[config.mk]
export PLATFORM = sky130hd
export DESIGN_NAME = polygon_rect_clip_flat
export DESIGN_NICKNAME = d
export VERILOG_FILES = /design/src/rtl/core/prc_pkg.sv /design/src/rtl/core/prc_if.sv /design/src/rtl/core/prc_front.sv /design/src/rtl/core/prc_div.sv /design/src/rtl/core/prc_back.sv /design/src/rtl/core/polygon_rect_clip.sv /design/src/flat_wrapper.sv
export VERILOG_INCLUDE_DIRS = /design/src /design/src/rtl/core
export SDC_FILE = /design/constraint.sdc
export NUM_CORES = 2
export LEC_CHECK = 0
export ABC_AREA = 1
export BUFFER_PORTS_ARGS = -buffer_cell sky130_fd_sc_hd__buf_2
export CORE_AREA = 10 10 505 507
export DETAILED_ROUTE_END_ITERATION = 8
export DIE_AREA = 0 0 515 517
export PLACE_DENSITY = 0.39
export SYNTH_ARGS = -nofsm -noshare
export SYNTH_HDL_FRONTEND = slang
export SYNTH_SLANG_ARGS = --single-unit
[constraint.sdc]
create_clock -name clock -period 21.7 [get_ports clock]
set_clock_uncertainty 0.05 [all_clocks]
set_input_delay 4.34 -clock clock [delete_from_list [all_inputs] [get_ports clock]]
set_output_delay 4.34 -clock clock [all_outputs]
set_load 0.05 [all_outputs]
[src/rtl/core/polygon_rect_clip_macros.svh]
// Assertion helpers used by the clipper back part (prc_back).
`ifndef POLYGON_RECT_CLIP_MACROS_SVH
`define POLYGON_RECT_CLIP_MACROS_SVH

// The consequent holds in the same cycle as the antecedent.
`define PRC_ASSERT_SAME(label, clk, rst, ante, cons, msg) \
   label: assert property (@(posedge clk) disable iff (rst) (ante) |-> (cons)) \
      else $error(msg);

// The consequent holds in the cycle after the antecedent.
`define PRC_ASSERT_NEXT(label, clk, rst, ante, cons, msg) \
   label: assert property (@(posedge clk) disable iff (rst) (ante) |=> (cons)) \
      else $error(msg);

`endif

[src/rtl/core/prc_pkg.sv]
`default_nettype none

package prc_pkg;

   // Coordinate width and the widths that follow from it.
   localparam int CoordBits = 16;
   localparam int ExtBits   = CoordBits + 1;
   localparam int ProdBits  = 2 * ExtBits;
   localparam int CntBits   = $clog2(ExtBits);

   // Clip stages, per-stage list limit and per-item result limit.
   localparam int Stages    = 4;
   localparam int StageBits = $clog2(Stages);
   localparam int CloseBits = $clog2(Stages + 1);
   localparam int ListCap   = 16;
   localparam int CapBits   = $clog2(ListCap + 1);
   localparam int ResultCap = 12;
   localparam int RcntBits  = $clog2(ResultCap + 1);

   // Input queue between the front and back parts.
   localparam int QueueDepth = 2;
   localparam int QPtrBits   = $clog2(QueueDepth);
   localparam int QCntBits   = $clog2(QueueDepth + 1);

   localparam int CsrIdxBits = 2;
   localparam int ColorBits  = 24;

   typedef logic signed [CoordBits-1:0] coord_type;
   typedef logic signed [ExtBits-1:0]   ext_type;

   localparam coord_type ClipLowReset  = coord_type'(0);
   localparam coord_type ClipHighReset = coord_type'(32767);

   typedef enum logic [CsrIdxBits-1:0] {
      CsrLeft   = 2'd0,
      CsrRight  = 2'd1,
      CsrBottom = 2'd2,
      CsrTop    = 2'd3
   } csr_index_type;

   typedef enum logic [StageBits-1:0] {
      StageLeft   = 2'd0,
      StageRight  = 2'd1,
      StageBottom = 2'd2,
      StageTop    = 2'd3
   } stage_type;

   // One queued vertex with the color of its polygon.
   typedef struct packed {
      coord_type              x;
      coord_type              y;
      logic [ColorBits-1:0]   color;
      logic                   fin;
   } item_type;

   // Intersection request: b0 + trunc(n1 * n2 / d).
   typedef struct packed {
      logic      start;
      ext_type   n1;
      ext_type   n2;
      ext_type   d;
      coord_type b0;
   } div_req_type;

   typedef struct packed {
      logic      done;
      coord_type res;
   } div_rsp_type;

   typedef enum logic [1:0] {
      DivIdle = 2'd0,
      DivMul  = 2'd1,
      DivRun  = 2'd2,
      DivDone = 2'd3
   } div_state_type;

   typedef enum logic [1:0] {
      BackIdle  = 2'd0,
      BackSched = 2'd1,
      BackWait  = 2'd2
   } back_state_type;

endpackage

`default_nettype wire

[src/rtl/core/prc_if.sv]
`default_nettype none

// Vertex input channel.
interface prc_req_if;
   logic                valid;
   logic                ready;
   prc_pkg::coord_type  px;
   prc_pkg::coord_type  py;
   logic [7:0]          red;
   logic [7:0]          green;
   logic [7:0]          blue;
   logic                final_vertex;

   modport source (output valid, px, py, red, green, blue, final_vertex, input ready);
   modport sink   (input valid, px, py, red, green, blue, final_vertex, output ready);
endinterface

// Clipped vertex output channel.
interface prc_rsp_if;
   logic                valid;
   logic                ready;
   prc_pkg::coord_type  qx;
   prc_pkg::coord_type  qy;
   logic [7:0]          out_red;
   logic [7:0]          out_green;
   logic [7:0]          out_blue;
   logic                end_of_polygon;
   logic                clipped_away;

   modport source (output valid, qx, qy, out_red, out_green, out_blue, end_of_polygon,
                   clipped_away, input ready);
   modport sink   (input valid, qx, qy, out_red, out_green, out_blue, end_of_polygon,
                   clipped_away, output ready);
endinterface

`default_nettype wire

[src/rtl/core/prc_front.sv]
`default_nettype none

module prc_front (
   input  wire logic              clock,
   input  wire logic              reset,
   prc_req_if.sink                req_ch,
   output prc_pkg::item_type      q_item_o,
   output logic                   q_valid_o,
   input  wire logic              q_pop_i
);

   logic                               open_ff, open_in;
   logic [prc_pkg::ColorBits-1:0]      color_ff, color_in;
   prc_pkg::item_type                  slot_ff [prc_pkg::QueueDepth];
   prc_pkg::item_type                  slot_in [prc_pkg::QueueDepth];
   logic [prc_pkg::QPtrBits-1:0]       wr_ff, wr_in, rd_ff, rd_in;
   logic [prc_pkg::QCntBits-1:0]       cnt_ff, cnt_in;
   logic                               accept;
   prc_pkg::item_type                  entry;

   assign req_ch.ready = (cnt_ff != prc_pkg::QCntBits'(prc_pkg::QueueDepth));
   assign accept       = req_ch.valid && req_ch.ready;
   assign q_valid_o    = (cnt_ff != '0);
   assign q_item_o     = slot_ff[rd_ff];

   // Classify the vertex: the first one of a polygon latches its color.
   always_comb begin
      open_in  = open_ff;
      color_in = color_ff;
      slot_in  = slot_ff;
      wr_in    = wr_ff;
      rd_in    = rd_ff;
      entry.x     = req_ch.px;
      entry.y     = req_ch.py;
      entry.fin   = req_ch.final_vertex;
      entry.color = open_ff ? color_ff : {req_ch.red, req_ch.green, req_ch.blue};
      if (accept) begin
         slot_in[wr_ff] = entry;
         wr_in          = wr_ff + prc_pkg::QPtrBits'(1);
         color_in       = entry.color;
         open_in        = !req_ch.final_vertex;
      end
      if (q_pop_i) begin
         rd_in = rd_ff + prc_pkg::QPtrBits'(1);
      end
      cnt_in = cnt_ff + prc_pkg::QCntBits'(accept) - prc_pkg::QCntBits'(q_pop_i);
   end

   always_ff @(posedge clock) begin
      if (reset) begin
         open_ff  <= 1'b0;
         color_ff <= '0;
         wr_ff    <= '0;
         rd_ff    <= '0;
         cnt_ff   <= '0;
      end else begin
         open_ff  <= open_in;
         color_ff <= color_in;
         wr_ff    <= wr_in;
         rd_ff    <= rd_in;
         cnt_ff   <= cnt_in;
      end
   end

   always_ff @(posedge clock) begin
      slot_ff <= slot_in;
   end

endmodule

`default_nettype wire

[src/rtl/core/prc_div.sv]
`default_nettype none

module prc_div (
   input  wire logic                 clock,
   input  wire logic                 reset,
   input  wire prc_pkg::div_req_type req_i,
   output prc_pkg::div_rsp_type      rsp_o
);

   prc_pkg::div_state_type             state_ff, state_in;
   logic [prc_pkg::ExtBits-1:0]        mag_a_ff, mag_a_in, mag_b_ff, mag_b_in;
   logic [prc_pkg::ExtBits-1:0]        den_ff, den_in;
   logic [prc_pkg::ExtBits-1:0]        rem_ff, rem_in, quo_ff, quo_in;
   logic [prc_pkg::CntBits-1:0]        cnt_ff, cnt_in;
   logic                               neg_ff, neg_in;
   prc_pkg::coord_type                 b0_ff, b0_in;
   logic [prc_pkg::ProdBits-1:0]       prod;
   logic [prc_pkg::ExtBits:0]          trial, diff;
   logic                               take;
   logic signed [prc_pkg::ExtBits:0]   sum;

   function automatic logic [prc_pkg::ExtBits-1:0] mag(input prc_pkg::ext_type v);
      logic [prc_pkg::ExtBits-1:0] u;
      u = v;
      return v[prc_pkg::ExtBits-1] ? (~u + prc_pkg::ExtBits'(1)) : u;
   endfunction

   assign prod  = prc_pkg::ProdBits'(mag_a_ff) * prc_pkg::ProdBits'(mag_b_ff);
   assign trial = {rem_ff, quo_ff[prc_pkg::ExtBits-1]};
   assign diff  = trial - {1'b0, den_ff};
   assign take  = (trial >= {1'b0, den_ff});
   assign sum   = neg_ff ? ({b0_ff[prc_pkg::CoordBits-1], b0_ff[prc_pkg::CoordBits-1], b0_ff}
                            - $signed({1'b0, quo_ff}))
                         : ({b0_ff[prc_pkg::CoordBits-1], b0_ff[prc_pkg::CoordBits-1], b0_ff}
                            + $signed({1'b0, quo_ff}));

   assign rsp_o.done = (state_ff == prc_pkg::DivDone);
   assign rsp_o.res  = sum[prc_pkg::CoordBits-1:0];

   // Magnitudes, one multiply, then restoring division one quotient bit a cycle.
   always_comb begin
      state_in = state_ff;
      mag_a_in = mag_a_ff;
      mag_b_in = mag_b_ff;
      den_in   = den_ff;
      rem_in   = rem_ff;
      quo_in   = quo_ff;
      cnt_in   = cnt_ff;
      neg_in   = neg_ff;
      b0_in    = b0_ff;
      case (state_ff)
         prc_pkg::DivIdle: begin
            if (req_i.start) begin
               mag_a_in = mag(req_i.n1);
               mag_b_in = mag(req_i.n2);
               den_in   = mag(req_i.d);
               neg_in   = req_i.n1[prc_pkg::ExtBits-1] ^ req_i.n2[prc_pkg::ExtBits-1]
                          ^ req_i.d[prc_pkg::ExtBits-1];
               b0_in    = req_i.b0;
               state_in = prc_pkg::DivMul;
            end
         end
         prc_pkg::DivMul: begin
            // The quotient is bounded by |n2|, so the upper half is already below d.
            rem_in   = prod[prc_pkg::ProdBits-1:prc_pkg::ExtBits];
            quo_in   = prod[prc_pkg::ExtBits-1:0];
            cnt_in   = '0;
            state_in = prc_pkg::DivRun;
         end
         prc_pkg::DivRun: begin
            rem_in = take ? diff[prc_pkg::ExtBits-1:0] : trial[prc_pkg::ExtBits-1:0];
            quo_in = {quo_ff[prc_pkg::ExtBits-2:0], take};
            cnt_in = cnt_ff + prc_pkg::CntBits'(1);
            if (cnt_ff == prc_pkg::CntBits'(prc_pkg::ExtBits - 1)) begin
               state_in = prc_pkg::DivDone;
            end
         end
         prc_pkg::DivDone: begin
            state_in = prc_pkg::DivIdle;
         end
         default: begin
            state_in = prc_pkg::DivIdle;
         end
      endcase
   end

   always_ff @(posedge clock) begin
      if (reset) begin
         state_ff <= prc_pkg::DivIdle;
      end else begin
         state_ff <= state_in;
      end
   end

   always_ff @(posedge clock) begin
      mag_a_ff <= mag_a_in;
      mag_b_ff <= mag_b_in;
      den_ff   <= den_in;
      rem_ff   <= rem_in;
      quo_ff   <= quo_in;
      cnt_ff   <= cnt_in;
      neg_ff   <= neg_in;
      b0_ff    <= b0_in;
   end

endmodule

`default_nettype wire

[src/rtl/core/prc_back.sv]
`default_nettype none

`include "polygon_rect_clip_macros.svh"

module prc_back (
   input  wire logic                         clock,
   input  wire logic                         reset,
   input  wire prc_pkg::item_type            q_item_i,
   input  wire logic                         q_valid_i,
   output logic                              q_pop_o,
   output prc_pkg::div_req_type              div_req_o,
   input  wire prc_pkg::div_rsp_type         div_rsp_i,
   input  wire logic                         csr_we,
   input  wire logic [prc_pkg::CsrIdxBits-1:0] csr_index,
   input  wire logic [prc_pkg::CoordBits-1:0]  csr_wdata,
   prc_rsp_if.source                         rsp_ch
);

   localparam int S = prc_pkg::Stages;

   prc_pkg::back_state_type          state_ff, state_in;
   prc_pkg::coord_type               clip_l_ff, clip_l_in, clip_r_ff, clip_r_in;
   prc_pkg::coord_type               clip_b_ff, clip_b_in, clip_t_ff, clip_t_in;

   // Per-stage first and previous vertex.
   prc_pkg::coord_type               first_x_ff [S], first_x_in [S];
   prc_pkg::coord_type               first_y_ff [S], first_y_in [S];
   prc_pkg::coord_type               prev_x_ff  [S], prev_x_in  [S];
   prc_pkg::coord_type               prev_y_ff  [S], prev_y_in  [S];
   logic [S-1:0]                     has_first_ff, has_first_in;

   // Two-slot output buffer of each stage, filled only while it is empty.
   prc_pkg::coord_type               bx_ff [S][2], bx_in [S][2];
   prc_pkg::coord_type               by_ff [S][2], by_in [S][2];
   logic [1:0]                       fcnt_ff [S], fcnt_in [S];
   logic [1:0]                       rd_ff   [S], rd_in   [S];
   logic [prc_pkg::CapBits-1:0]      pcnt_ff [S], pcnt_in [S];

   // Current item.
   prc_pkg::coord_type               pt_x_ff, pt_x_in, pt_y_ff, pt_y_in;
   logic [prc_pkg::ColorBits-1:0]    color_ff, color_in;
   logic                             fin_ff, fin_in, have_pt_ff, have_pt_in;
   logic [prc_pkg::CloseBits-1:0]    close_ff, close_in;

   // Held-back clipped vertex.
   prc_pkg::coord_type               pend_x_ff, pend_x_in, pend_y_ff, pend_y_in;
   logic                             any_ff, any_in;
   logic [prc_pkg::RcntBits-1:0]     rcnt_ff, rcnt_in;

   // Edge waiting for its intersection.
   prc_pkg::stage_type               op_stage_ff, op_stage_in;
   prc_pkg::coord_type               op_bound_ff, op_bound_in;

   // Output register.
   logic                             out_valid_ff;
   prc_pkg::coord_type               qx_ff, qy_ff;
   logic                             eop_ff, gone_ff;
   logic [prc_pkg::ColorBits-1:0]    ocolor_ff;
   logic                             out_free, out_load, out_eop, out_gone, need_out;
   prc_pkg::coord_type               out_x, out_y;

   // Edge operation signals.
   logic                             op_go, op_close, found, in1, in2;
   prc_pkg::stage_type               op_stage, sidx;
   prc_pkg::coord_type               op_px, op_py, x1, y1, x2, y2;
   prc_pkg::coord_type               bound, a0, a1, b0v, b1v, isec_x, isec_y;
   logic                             bufs_empty, bufs_sane;

   assign out_free             = !out_valid_ff || rsp_ch.ready;
   assign rsp_ch.valid         = out_valid_ff;
   assign rsp_ch.qx            = qx_ff;
   assign rsp_ch.qy            = qy_ff;
   assign rsp_ch.out_red       = ocolor_ff[23:16];
   assign rsp_ch.out_green     = ocolor_ff[15:8];
   assign rsp_ch.out_blue      = ocolor_ff[7:0];
   assign rsp_ch.end_of_polygon = eop_ff;
   assign rsp_ch.clipped_away  = gone_ff;

   // Configuration writes.
   always_comb begin
      clip_l_in = clip_l_ff;
      clip_r_in = clip_r_ff;
      clip_b_in = clip_b_ff;
      clip_t_in = clip_t_ff;
      if (csr_we) begin
         case (prc_pkg::csr_index_type'(csr_index))
            prc_pkg::CsrLeft:   clip_l_in = csr_wdata;
            prc_pkg::CsrRight:  clip_r_in = csr_wdata;
            prc_pkg::CsrBottom: clip_b_in = csr_wdata;
            prc_pkg::CsrTop:    clip_t_in = csr_wdata;
            default: begin
            end
         endcase
      end
   end

   // Buffer status for the checks below.
   always_comb begin
      bufs_empty = 1'b1;
      bufs_sane  = 1'b1;
      for (int s = 0; s < S; s++) begin
         if (rd_ff[s] != fcnt_ff[s]) bufs_empty = 1'b0;
         if (rd_ff[s] > fcnt_ff[s] || fcnt_ff[s] > 2'd2) bufs_sane = 1'b0;
      end
   end

   // Scheduler: drain the deepest buffer first, then the new vertex, then closing edges, then the polygon end.
   always_comb begin
      state_in     = state_ff;
      first_x_in   = first_x_ff;
      first_y_in   = first_y_ff;
      prev_x_in    = prev_x_ff;
      prev_y_in    = prev_y_ff;
      has_first_in = has_first_ff;
      bx_in        = bx_ff;
      by_in        = by_ff;
      fcnt_in      = fcnt_ff;
      rd_in        = rd_ff;
      pcnt_in      = pcnt_ff;
      pt_x_in      = pt_x_ff;
      pt_y_in      = pt_y_ff;
      color_in     = color_ff;
      fin_in       = fin_ff;
      have_pt_in   = have_pt_ff;
      close_in     = close_ff;
      pend_x_in    = pend_x_ff;
      pend_y_in    = pend_y_ff;
      any_in       = any_ff;
      rcnt_in      = rcnt_ff;
      op_stage_in  = op_stage_ff;
      op_bound_in  = op_bound_ff;
      q_pop_o      = 1'b0;
      div_req_o    = '0;
      out_load     = 1'b0;
      out_x        = '0;
      out_y        = '0;
      out_eop      = 1'b0;
      out_gone     = 1'b0;
      need_out     = 1'b0;
      op_go        = 1'b0;
      op_close     = 1'b0;
      op_stage     = prc_pkg::StageLeft;
      op_px        = pt_x_ff;
      op_py        = pt_y_ff;
      found        = 1'b0;
      sidx         = op_stage_ff;
      x1 = '0; y1 = '0; x2 = '0; y2 = '0;
      in1 = 1'b0; in2 = 1'b0;
      bound = '0; a0 = '0; a1 = '0; b0v = '0; b1v = '0;
      isec_x = '0; isec_y = '0;

      case (state_ff)
         prc_pkg::BackIdle: begin
            if (q_valid_i) begin
               q_pop_o    = 1'b1;
               pt_x_in    = q_item_i.x;
               pt_y_in    = q_item_i.y;
               color_in   = q_item_i.color;
               fin_in     = q_item_i.fin;
               have_pt_in = 1'b1;
               close_in   = '0;
               rcnt_in    = '0;
               for (int s = 0; s < S; s++) pcnt_in[s] = '0;
               state_in   = prc_pkg::BackSched;
            end
         end
         prc_pkg::BackSched: begin
            if (rd_ff[S-1] != fcnt_ff[S-1]) begin
               // Last stage output: release the held vertex and hold this one.
               need_out = any_ff && (rcnt_ff < prc_pkg::RcntBits'(prc_pkg::ResultCap));
               if (!need_out || out_free) begin
                  if (need_out) begin
                     out_load = 1'b1;
                     out_x    = pend_x_ff;
                     out_y    = pend_y_ff;
                     rcnt_in  = rcnt_ff + prc_pkg::RcntBits'(1);
                  end
                  pend_x_in     = bx_ff[S-1][rd_ff[S-1][0]];
                  pend_y_in     = by_ff[S-1][rd_ff[S-1][0]];
                  any_in        = 1'b1;
                  rd_in[S-1]    = rd_ff[S-1] + 2'd1;
               end
            end else begin
               for (int s = S - 2; s >= 0; s--) begin
                  if (!found && rd_ff[s] != fcnt_ff[s]) begin
                     found    = 1'b1;
                     op_go    = 1'b1;
                     op_stage = prc_pkg::stage_type'(s + 1);
                     op_px    = bx_ff[s][rd_ff[s][0]];
                     op_py    = by_ff[s][rd_ff[s][0]];
                     rd_in[s] = rd_ff[s] + 2'd1;
                  end
               end
               if (!found) begin
                  if (have_pt_ff) begin
                     op_go      = 1'b1;
                     op_stage   = prc_pkg::StageLeft;
                     have_pt_in = 1'b0;
                  end else if (fin_ff && close_ff < prc_pkg::CloseBits'(S)) begin
                     op_stage = prc_pkg::stage_type'(close_ff[prc_pkg::StageBits-1:0]);
                     op_go    = has_first_ff[op_stage];
                     op_close = 1'b1;
                     close_in = close_ff + prc_pkg::CloseBits'(1);
                  end else if (fin_ff) begin
                     // Polygon end: the held vertex closes it, or it was clipped away.
                     need_out = (rcnt_ff < prc_pkg::RcntBits'(prc_pkg::ResultCap));
                     if (!need_out || out_free) begin
                        out_load  = need_out;
                        out_x     = any_ff ? pend_x_ff : '0;
                        out_y     = any_ff ? pend_y_ff : '0;
                        out_eop   = 1'b1;
                        out_gone  = !any_ff;
                        any_in    = 1'b0;
                        pend_x_in = '0;
                        pend_y_in = '0;
                        state_in  = prc_pkg::BackIdle;
                     end
                  end else begin
                     state_in = prc_pkg::BackIdle;
                  end
               end
            end
         end
         prc_pkg::BackWait: begin
            // The intersection follows the start vertex in the stage buffer.
            if (div_rsp_i.done) begin
               if (op_stage_ff == prc_pkg::StageLeft || op_stage_ff == prc_pkg::StageRight) begin
                  isec_x = op_bound_ff;
                  isec_y = div_rsp_i.res;
               end else begin
                  isec_x = div_rsp_i.res;
                  isec_y = op_bound_ff;
               end
               if (pcnt_ff[sidx] < prc_pkg::CapBits'(prc_pkg::ListCap)) begin
                  bx_in[sidx][fcnt_ff[sidx][0]] = isec_x;
                  by_in[sidx][fcnt_ff[sidx][0]] = isec_y;
                  fcnt_in[sidx] = fcnt_ff[sidx] + 2'd1;
                  pcnt_in[sidx] = pcnt_ff[sidx] + prc_pkg::CapBits'(1);
               end
               state_in = prc_pkg::BackSched;
            end
         end
         default: begin
            state_in = prc_pkg::BackIdle;
         end
      endcase

      // One edge of one stage.
      if (op_go) begin
         sidx = op_stage;
         if (!op_close && !has_first_ff[sidx]) begin
            first_x_in[sidx]   = op_px;
            first_y_in[sidx]   = op_py;
            prev_x_in[sidx]    = op_px;
            prev_y_in[sidx]    = op_py;
            has_first_in[sidx] = 1'b1;
         end else begin
            x1 = prev_x_ff[sidx];
            y1 = prev_y_ff[sidx];
            x2 = op_close ? first_x_ff[sidx] : op_px;
            y2 = op_close ? first_y_ff[sidx] : op_py;
            if (op_close) begin
               has_first_in[sidx] = 1'b0;
            end else begin
               prev_x_in[sidx] = op_px;
               prev_y_in[sidx] = op_py;
            end
            case (sidx)
               prc_pkg::StageLeft: begin
                  in1 = (x1 >= clip_l_ff); in2 = (x2 >= clip_l_ff); bound = clip_l_ff;
                  a0 = x1; a1 = x2; b0v = y1; b1v = y2;
               end
               prc_pkg::StageRight: begin
                  in1 = (x1 <= clip_r_ff); in2 = (x2 <= clip_r_ff); bound = clip_r_ff;
                  a0 = x1; a1 = x2; b0v = y1; b1v = y2;
               end
               prc_pkg::StageBottom: begin
                  in1 = (y1 >= clip_b_ff); in2 = (y2 >= clip_b_ff); bound = clip_b_ff;
                  a0 = y1; a1 = y2; b0v = x1; b1v = x2;
               end
               default: begin
                  in1 = (y1 <= clip_t_ff); in2 = (y2 <= clip_t_ff); bound = clip_t_ff;
                  a0 = y1; a1 = y2; b0v = x1; b1v = x2;
               end
            endcase
            fcnt_in[sidx] = '0;
            rd_in[sidx]   = '0;
            if (in1 && pcnt_ff[sidx] < prc_pkg::CapBits'(prc_pkg::ListCap)) begin
               bx_in[sidx][0] = x1;
               by_in[sidx][0] = y1;
               fcnt_in[sidx]  = 2'd1;
               pcnt_in[sidx]  = pcnt_ff[sidx] + prc_pkg::CapBits'(1);
            end
            if (in1 != in2) begin
               div_req_o.start = 1'b1;
               div_req_o.n1    = prc_pkg::ext_type'(bound) - prc_pkg::ext_type'(a0);
               div_req_o.n2    = prc_pkg::ext_type'(b1v) - prc_pkg::ext_type'(b0v);
               div_req_o.d     = prc_pkg::ext_type'(a1) - prc_pkg::ext_type'(a0);
               div_req_o.b0    = b0v;
               op_stage_in     = sidx;
               op_bound_in     = bound;
               state_in        = prc_pkg::BackWait;
            end
         end
      end
   end

   always_ff @(posedge clock) begin
      if (reset) begin
         state_ff     <= prc_pkg::BackIdle;
         clip_l_ff    <= prc_pkg::ClipLowReset;
         clip_r_ff    <= prc_pkg::ClipHighReset;
         clip_b_ff    <= prc_pkg::ClipLowReset;
         clip_t_ff    <= prc_pkg::ClipHighReset;
         has_first_ff <= '0;
         for (int s = 0; s < S; s++) begin
            fcnt_ff[s] <= '0;
            rd_ff[s]   <= '0;
         end
         have_pt_ff   <= 1'b0;
         fin_ff       <= 1'b0;
         any_ff       <= 1'b0;
         out_valid_ff <= 1'b0;
      end else begin
         state_ff     <= state_in;
         clip_l_ff    <= clip_l_in;
         clip_r_ff    <= clip_r_in;
         clip_b_ff    <= clip_b_in;
         clip_t_ff    <= clip_t_in;
         has_first_ff <= has_first_in;
         fcnt_ff      <= fcnt_in;
         rd_ff        <= rd_in;
         have_pt_ff   <= have_pt_in;
         fin_ff       <= fin_in;
         any_ff       <= any_in;
         if (out_load) begin
            out_valid_ff <= 1'b1;
         end else if (rsp_ch.ready) begin
            out_valid_ff <= 1'b0;
         end
      end
   end

   always_ff @(posedge clock) begin
      first_x_ff  <= first_x_in;
      first_y_ff  <= first_y_in;
      prev_x_ff   <= prev_x_in;
      prev_y_ff   <= prev_y_in;
      bx_ff       <= bx_in;
      by_ff       <= by_in;
      pcnt_ff     <= pcnt_in;
      pt_x_ff     <= pt_x_in;
      pt_y_ff     <= pt_y_in;
      color_ff    <= color_in;
      close_ff    <= close_in;
      pend_x_ff   <= pend_x_in;
      pend_y_ff   <= pend_y_in;
      rcnt_ff     <= rcnt_in;
      op_stage_ff <= op_stage_in;
      op_bound_ff <= op_bound_in;
      if (out_load) begin
         qx_ff     <= out_x;
         qy_ff     <= out_y;
         eop_ff    <= out_eop;
         gone_ff   <= out_gone;
         ocolor_ff <= color_ff;
      end
   end

   // Checks.
   `PRC_ASSERT_SAME(a_idle_drained, clock, reset, state_ff == prc_pkg::BackIdle,
                    bufs_empty && !have_pt_ff, "idle with vertex work left over")
   `PRC_ASSERT_SAME(a_bufs_sane, clock, reset, 1'b1, bufs_sane,
                    "stage buffer read past fill or overfilled")
   `PRC_ASSERT_SAME(a_div_in_wait, clock, reset, div_rsp_i.done,
                    state_ff == prc_pkg::BackWait, "intersection done while not waiting")
   `PRC_ASSERT_NEXT(a_end_clears, clock, reset,
                    state_ff == prc_pkg::BackSched && state_in == prc_pkg::BackIdle && fin_ff,
                    !any_ff, "held vertex survives the polygon end")

endmodule

`default_nettype wire

[src/rtl/core/polygon_rect_clip.sv]
// Streaming rectangle clipper for polygons. Vertices enter on req_ch, one item each,
// the last vertex of a polygon flagged by final_vertex; clipped vertices leave on rsp_ch
// in order, the last one flagged end_of_polygon, and a polygon that lies wholly outside
// gives a single item with clipped_away set. The rectangle is written through csr_*
// (0 left, 1 right, 2 bottom, 3 top, inclusive); the user must do so only while no polygon
// is in flight, as the block does not enforce it. A two-entry queue takes vertices while
// earlier ones are still clipped. Every edge that crosses a boundary goes through the shared
// intersection unit (one multiply, then one quotient bit per cycle over 17 bits), and the
// final vertex adds the four closing edges.

`default_nettype none

module polygon_rect_clip (
   input  wire logic                           clock,
   input  wire logic                           reset,
   prc_req_if.sink                             req_ch,
   prc_rsp_if.source                           rsp_ch,
   input  wire logic                           csr_we,
   input  wire logic [prc_pkg::CsrIdxBits-1:0] csr_index,
   input  wire logic [prc_pkg::CoordBits-1:0]  csr_wdata
);

   prc_pkg::item_type      q_item;
   logic                   q_valid;
   logic                   q_pop;
   prc_pkg::div_req_type   div_req;
   prc_pkg::div_rsp_type   div_rsp;

   prc_front u_front (
      .clock     (clock),
      .reset     (reset),
      .req_ch    (req_ch),
      .q_item_o  (q_item),
      .q_valid_o (q_valid),
      .q_pop_i   (q_pop)
   );

   prc_div u_div (
      .clock (clock),
      .reset (reset),
      .req_i (div_req),
      .rsp_o (div_rsp)
   );

   prc_back u_back (
      .clock     (clock),
      .reset     (reset),
      .q_item_i  (q_item),
      .q_valid_i (q_valid),
      .q_pop_o   (q_pop),
      .div_req_o (div_req),
      .div_rsp_i (div_rsp),
      .csr_we    (csr_we),
      .csr_index (csr_index),
      .csr_wdata (csr_wdata),
      .rsp_ch    (rsp_ch)
   );

endmodule

`default_nettype wire

[src/flat_wrapper.sv]
// flat-port wrapper written by rule: the top's interface ports become plain ports
module polygon_rect_clip_flat 
  (clock, reset, csr_we, csr_index, csr_wdata, req_ch_valid, req_ch_px, req_ch_py, req_ch_red, req_ch_green, req_ch_blue, req_ch_final_vertex, req_ch_ready, rsp_ch_valid, rsp_ch_qx, rsp_ch_qy, rsp_ch_out_red, rsp_ch_out_green, rsp_ch_out_blue, rsp_ch_end_of_polygon, rsp_ch_clipped_away, rsp_ch_ready);
  prc_req_if req_ch_i ();
  prc_rsp_if rsp_ch_i ();
  input  wire logic clock;
  input  wire logic reset;
  input  wire logic csr_we;
  input  wire logic [prc_pkg::CsrIdxBits-1:0] csr_index;
  input  wire logic [prc_pkg::CoordBits-1:0] csr_wdata;
  input wire logic [$bits(req_ch_i.valid)-1:0] req_ch_valid;
  input wire logic [$bits(req_ch_i.px)-1:0] req_ch_px;
  input wire logic [$bits(req_ch_i.py)-1:0] req_ch_py;
  input wire logic [$bits(req_ch_i.red)-1:0] req_ch_red;
  input wire logic [$bits(req_ch_i.green)-1:0] req_ch_green;
  input wire logic [$bits(req_ch_i.blue)-1:0] req_ch_blue;
  input wire logic [$bits(req_ch_i.final_vertex)-1:0] req_ch_final_vertex;
  output wire logic [$bits(req_ch_i.ready)-1:0] req_ch_ready;
  output wire logic [$bits(rsp_ch_i.valid)-1:0] rsp_ch_valid;
  output wire logic [$bits(rsp_ch_i.qx)-1:0] rsp_ch_qx;
  output wire logic [$bits(rsp_ch_i.qy)-1:0] rsp_ch_qy;
  output wire logic [$bits(rsp_ch_i.out_red)-1:0] rsp_ch_out_red;
  output wire logic [$bits(rsp_ch_i.out_green)-1:0] rsp_ch_out_green;
  output wire logic [$bits(rsp_ch_i.out_blue)-1:0] rsp_ch_out_blue;
  output wire logic [$bits(rsp_ch_i.end_of_polygon)-1:0] rsp_ch_end_of_polygon;
  output wire logic [$bits(rsp_ch_i.clipped_away)-1:0] rsp_ch_clipped_away;
  input wire logic [$bits(rsp_ch_i.ready)-1:0] rsp_ch_ready;
  assign req_ch_i.valid = req_ch_valid;
  assign req_ch_i.px = req_ch_px;
  assign req_ch_i.py = req_ch_py;
  assign req_ch_i.red = req_ch_red;
  assign req_ch_i.green = req_ch_green;
  assign req_ch_i.blue = req_ch_blue;
  assign req_ch_i.final_vertex = req_ch_final_vertex;
  assign req_ch_ready = req_ch_i.ready;
  assign rsp_ch_valid = rsp_ch_i.valid;
  assign rsp_ch_qx = rsp_ch_i.qx;
  assign rsp_ch_qy = rsp_ch_i.qy;
  assign rsp_ch_out_red = rsp_ch_i.out_red;
  assign rsp_ch_out_green = rsp_ch_i.out_green;
  assign rsp_ch_out_blue = rsp_ch_i.out_blue;
  assign rsp_ch_end_of_polygon = rsp_ch_i.end_of_polygon;
  assign rsp_ch_clipped_away = rsp_ch_i.clipped_away;
  assign rsp_ch_i.ready = rsp_ch_ready;
  polygon_rect_clip u_core (.clock(clock), .reset(reset), .req_ch(req_ch_i), .rsp_ch(rsp_ch_i), .csr_we(csr_we), .csr_index(csr_index), .csr_wdata(csr_wdata));
endmodule
==> key figures <==
GRT
  – GRT Residual Overflow: 0
  – Vias in the first global route: 46490
  – First-pass GRT wire length: 335300 microns
  – Total GRT Usage: 16.93%
  – Largest net degree at the start of global routing: 71
  – Initial antenna violation count: 10

Finish
  – Area of the multi-input gates: 0.02721 sq mm
  – Commonest non-fill, non-tap cell in the layout: nand2_1
  – Most frequent cells in the layout: 1581 x nand2_1, 1002 x inv_1, 776 x edfxtp_1
  – Fin cells: 10160
  – Reg area: 0.02869 sq mm
  – Layout cells sized above 1: 8.716%
  – Layout Nets: 7465
  – Area grow syn2layout: 14.24%
  – Fillers: 25770

Timing
  – Tcrit/Tclk final: 44.64%
  – Final min period: 9.687 ns
  – Peak Freq: 0.1032 GHz
  – Total negative slack: 0 ns
  – Slew @ Worst Pin: 1.301 ns
  – Final hold vios: 0
  – Pins over their slew limit: 0
  – RSZ-0062 raised after global routing: no
  – Slew Limit Headroom: 12.50%
  – Setup Viol. Count Final: 0

Pwr
  – Power per cell area: 155.3 mW/mm^2
  – Combinational group share of total power: 54.0%
  – Switching power: 5141 uW
  – P_int: 5668 uW
  – Clock power frac: 19.5%
  – VDD IR max: 0.1027 mV
  – Share of power burned in registers: 26.5%
  – Net Sw Frac: 47.57%
  – Pleak: 0.03013 uW

Clock tree
  – Clk sinks: 1045
  – Clk buf depth: 3
  – # resized after CTS: 0
  – Hold-fix buffer count after cts: 0
  – H-Tree Depth: 3
  – Post-CTS Setup Bufs: 0
  – Clock root buffer: clkbuf_16
  – Skew-Pair Late Insertion Delay: 0.83 ns
  – CTS buffer count: 118
  – CTS tree: built
  – Clock transition at path regs: 0.06 ns

Floorplanning
  – Die height: 517 microns
  – Row cnt: 182
  – Core Region: 0.2448 sq mm
  – Initial Utilization: 24.89%
  – Die footprint: 0.2663 sq mm
  – Die width: 515 microns
  – I/O pin cnt: 140

Detailed routing
  – DRT Wirelength: 231500 microns
  – Vias: 47190
  – DR WL/cell: 22.79 microns
  – DRT iter0 DRCs: 3715
  – DRC viols: 0
  – DR pass1 iterations: 6
  – Vias per cell: 4.647
  – Antenna Nets Post-Route: 0

Synth
  – Average cell area after synthesis: 9.042 sq um
  – Synth area leaders: edfxtp_1 38%, nand2_1 9.8%, dfxtp_1 8.8%, fa_1 7.5%, ha_1 6.8%
  – Post-synth EDFFs: 776
  – Share of the synthesized area in the top cell type: 38.24%
  – Mapped Nets: 7380
  – Post-synth cell types: 67
  – Yosys warning count: 0
  – Synthesized instance count: 6739
  – Post-synthesis sequential area ratio: 47.08%
  – Async S/R FF share, synth: 0%
  – Synthesized cell area: 0.06094 sq mm
  – Synthesized flop and latch total: 1045
  – Post-synth top area cell: edfxtp_1
  – Ys flop type: edfxtp_1

Worst setup path
  – Worst-path fanout max: 70
  – CP max stage delay: 1.11 ns
  – Crit end category: flop
  – WP data arrival: 10.11 ns
  – CP max-delay cell: o31ai_1
  – Most frequent CP cell: nand2_1
  – Worst Setup Path Type: flop to flop
  – Data required time at the worst endpoint: 22.12 ns
  – Crit path launch type: flop

Placed design
  – # port buffers: 139
  – DP HPWL: 168000 microns
  – Placer Congestion: 0.8949
  – Post-Place Cells: 9924

Hold path
  – Hold Crit Class: flop to flop

Outcome
  – Status: complete, no violations

Job
  – Max-Cap Viols: 0
[power by group through the flow]
stage	registers (uW)	clock network, uW	logic, uW
floorplan	2840	0	3640
global placement	2900	0	5860
detailed placement	2900	0	5860
CTS	2870	2170	5890
global route	2890	2240	6510
finish	2860	2110	5830
[critical path, delay by kind of cell, from the launching register on]
kind                     cells  cell delay (ns)
AO/OA/AOI/OAI                3             1.76
adder cells (fa/ha/maj)      2             0.69
buffers and inverters        5             2.52
AND/OR/NAND/NOR             22             3.65
XOR/XNOR                     1             0.19
flip-flops                   1             0.31
[stage by stage]
stage | setup slack, ns | hold slack (ns) | util [%] | power (uW) | area (sq um)
after CTS | 11.87 | 0.3684 | 28.43 | 10930 | 69600
final | 12.01 | 0.3636 | 28.44 | 10810 | 69610
after detailed placement | 11.96 | 0.3556 | 26.76 | 8762 | 65510
after floorplan | 14.06 | 0.3503 | - | 6480 | 60940
after global routing | 11.36 | 0.3741 | 28.43 | 11640 | 69600
after global placement | 12.02 | 0.3529 | 26.76 | 8766 | 65500
[cell families (layout without fill, tap and decap cells)]
logic type,after synthesis,count (layout),share of synthesized area [%]
compound gates,1365,1365,12.99
xor+xnor,112,112,1.622
fa+ha+maj,561,561,14.34
buf+inv,1339,1530,8.560
flops,1045,1045,47.08
mux,4,4,0.06571
other cells,0,6,0
simple gates,2313,2313,15.34
[area by class of cell]
cell class	count	share of cell area [%]
flip-flops and latches	1045	41.22
multi-input cells	4355	39.08
well taps	3220	5.788
inverters	1030	5.563
clock buffers	154	4.637
repair buffers	274	2.455
clock inverters	72	1.233
diodes	6	0.02157
[Yosys cell counts (14+ instances only)]
cell       number
o221ai_1       25
xor2_1         82
edfxtp_1      776
nor2_1        404
fa_1          229
buf_6          14
a21oi_1       372
nor3_1         31
nand2_1      1583
xnor2_1        29
o21bai_1       17
a2111oi_0      20
o21ai_1       110
buf_1          25
o22ai_1       107
dfxtp_1       269
clkbuf_1      226
o31ai_1        21
o21ai_0       457
ha_1          332
inv_1        1003
nand3_1       182
buf_2          34
o211ai_1      111
or2_2          33
inv_2          15
nand4_1        28
a31oi_1        21
[final timing paths]
check / endpoint / depth (start not counted) / startpoint / slack, ns
min: u_core.u_back.ocolor_ff[0] / 0 / u_core.u_back.color_ff[0] / 0.36
max: u_core.u_div.den_ff[14] / 33 / u_core.u_back.rd_ff[2] / 12.01
min reg2reg: u_core.u_back.ocolor_ff[0] / 0 / u_core.u_back.color_ff[0] / 0.36
max reg2reg: u_core.u_div.den_ff[14] / 33 / u_core.u_back.rd_ff[2] / 12.01
[per-layer routing]
metal / global-route usage (%) / share of wire (%) / vias up / routed length [microns]
met5: 0 / 0.021 / - / 48
met1: 23.13 / 46 / 23150 / 106100
met2: 27.95 / 46 / 1178 / 107200
met4: 5.025 / 3.0 / 8 / 6835
met3: 2.209 / 4.9 / 268 / 11270
li1: - / - / 22580 / -
[flip-flops by register name, summed over array words and instances (netlist names), 20 cells and up, named ones only]
name	cells
u_core.u_back.by_ff	128
u_core.u_front.color_ff	24
u_core.u_back.prev_y_ff	64
u_core.u_back.bx_ff	128
u_core.u_back.prev_x_ff	64
u_core.u_back.ocolor_ff	24
u_core.u_front.slot_ff	114
u_core.u_back.pcnt_ff	20
u_core.u_back.first_x_ff	64
u_core.u_back.first_y_ff	64
u_core.u_back.color_ff	24
Power figures use the tool's default switching activity.
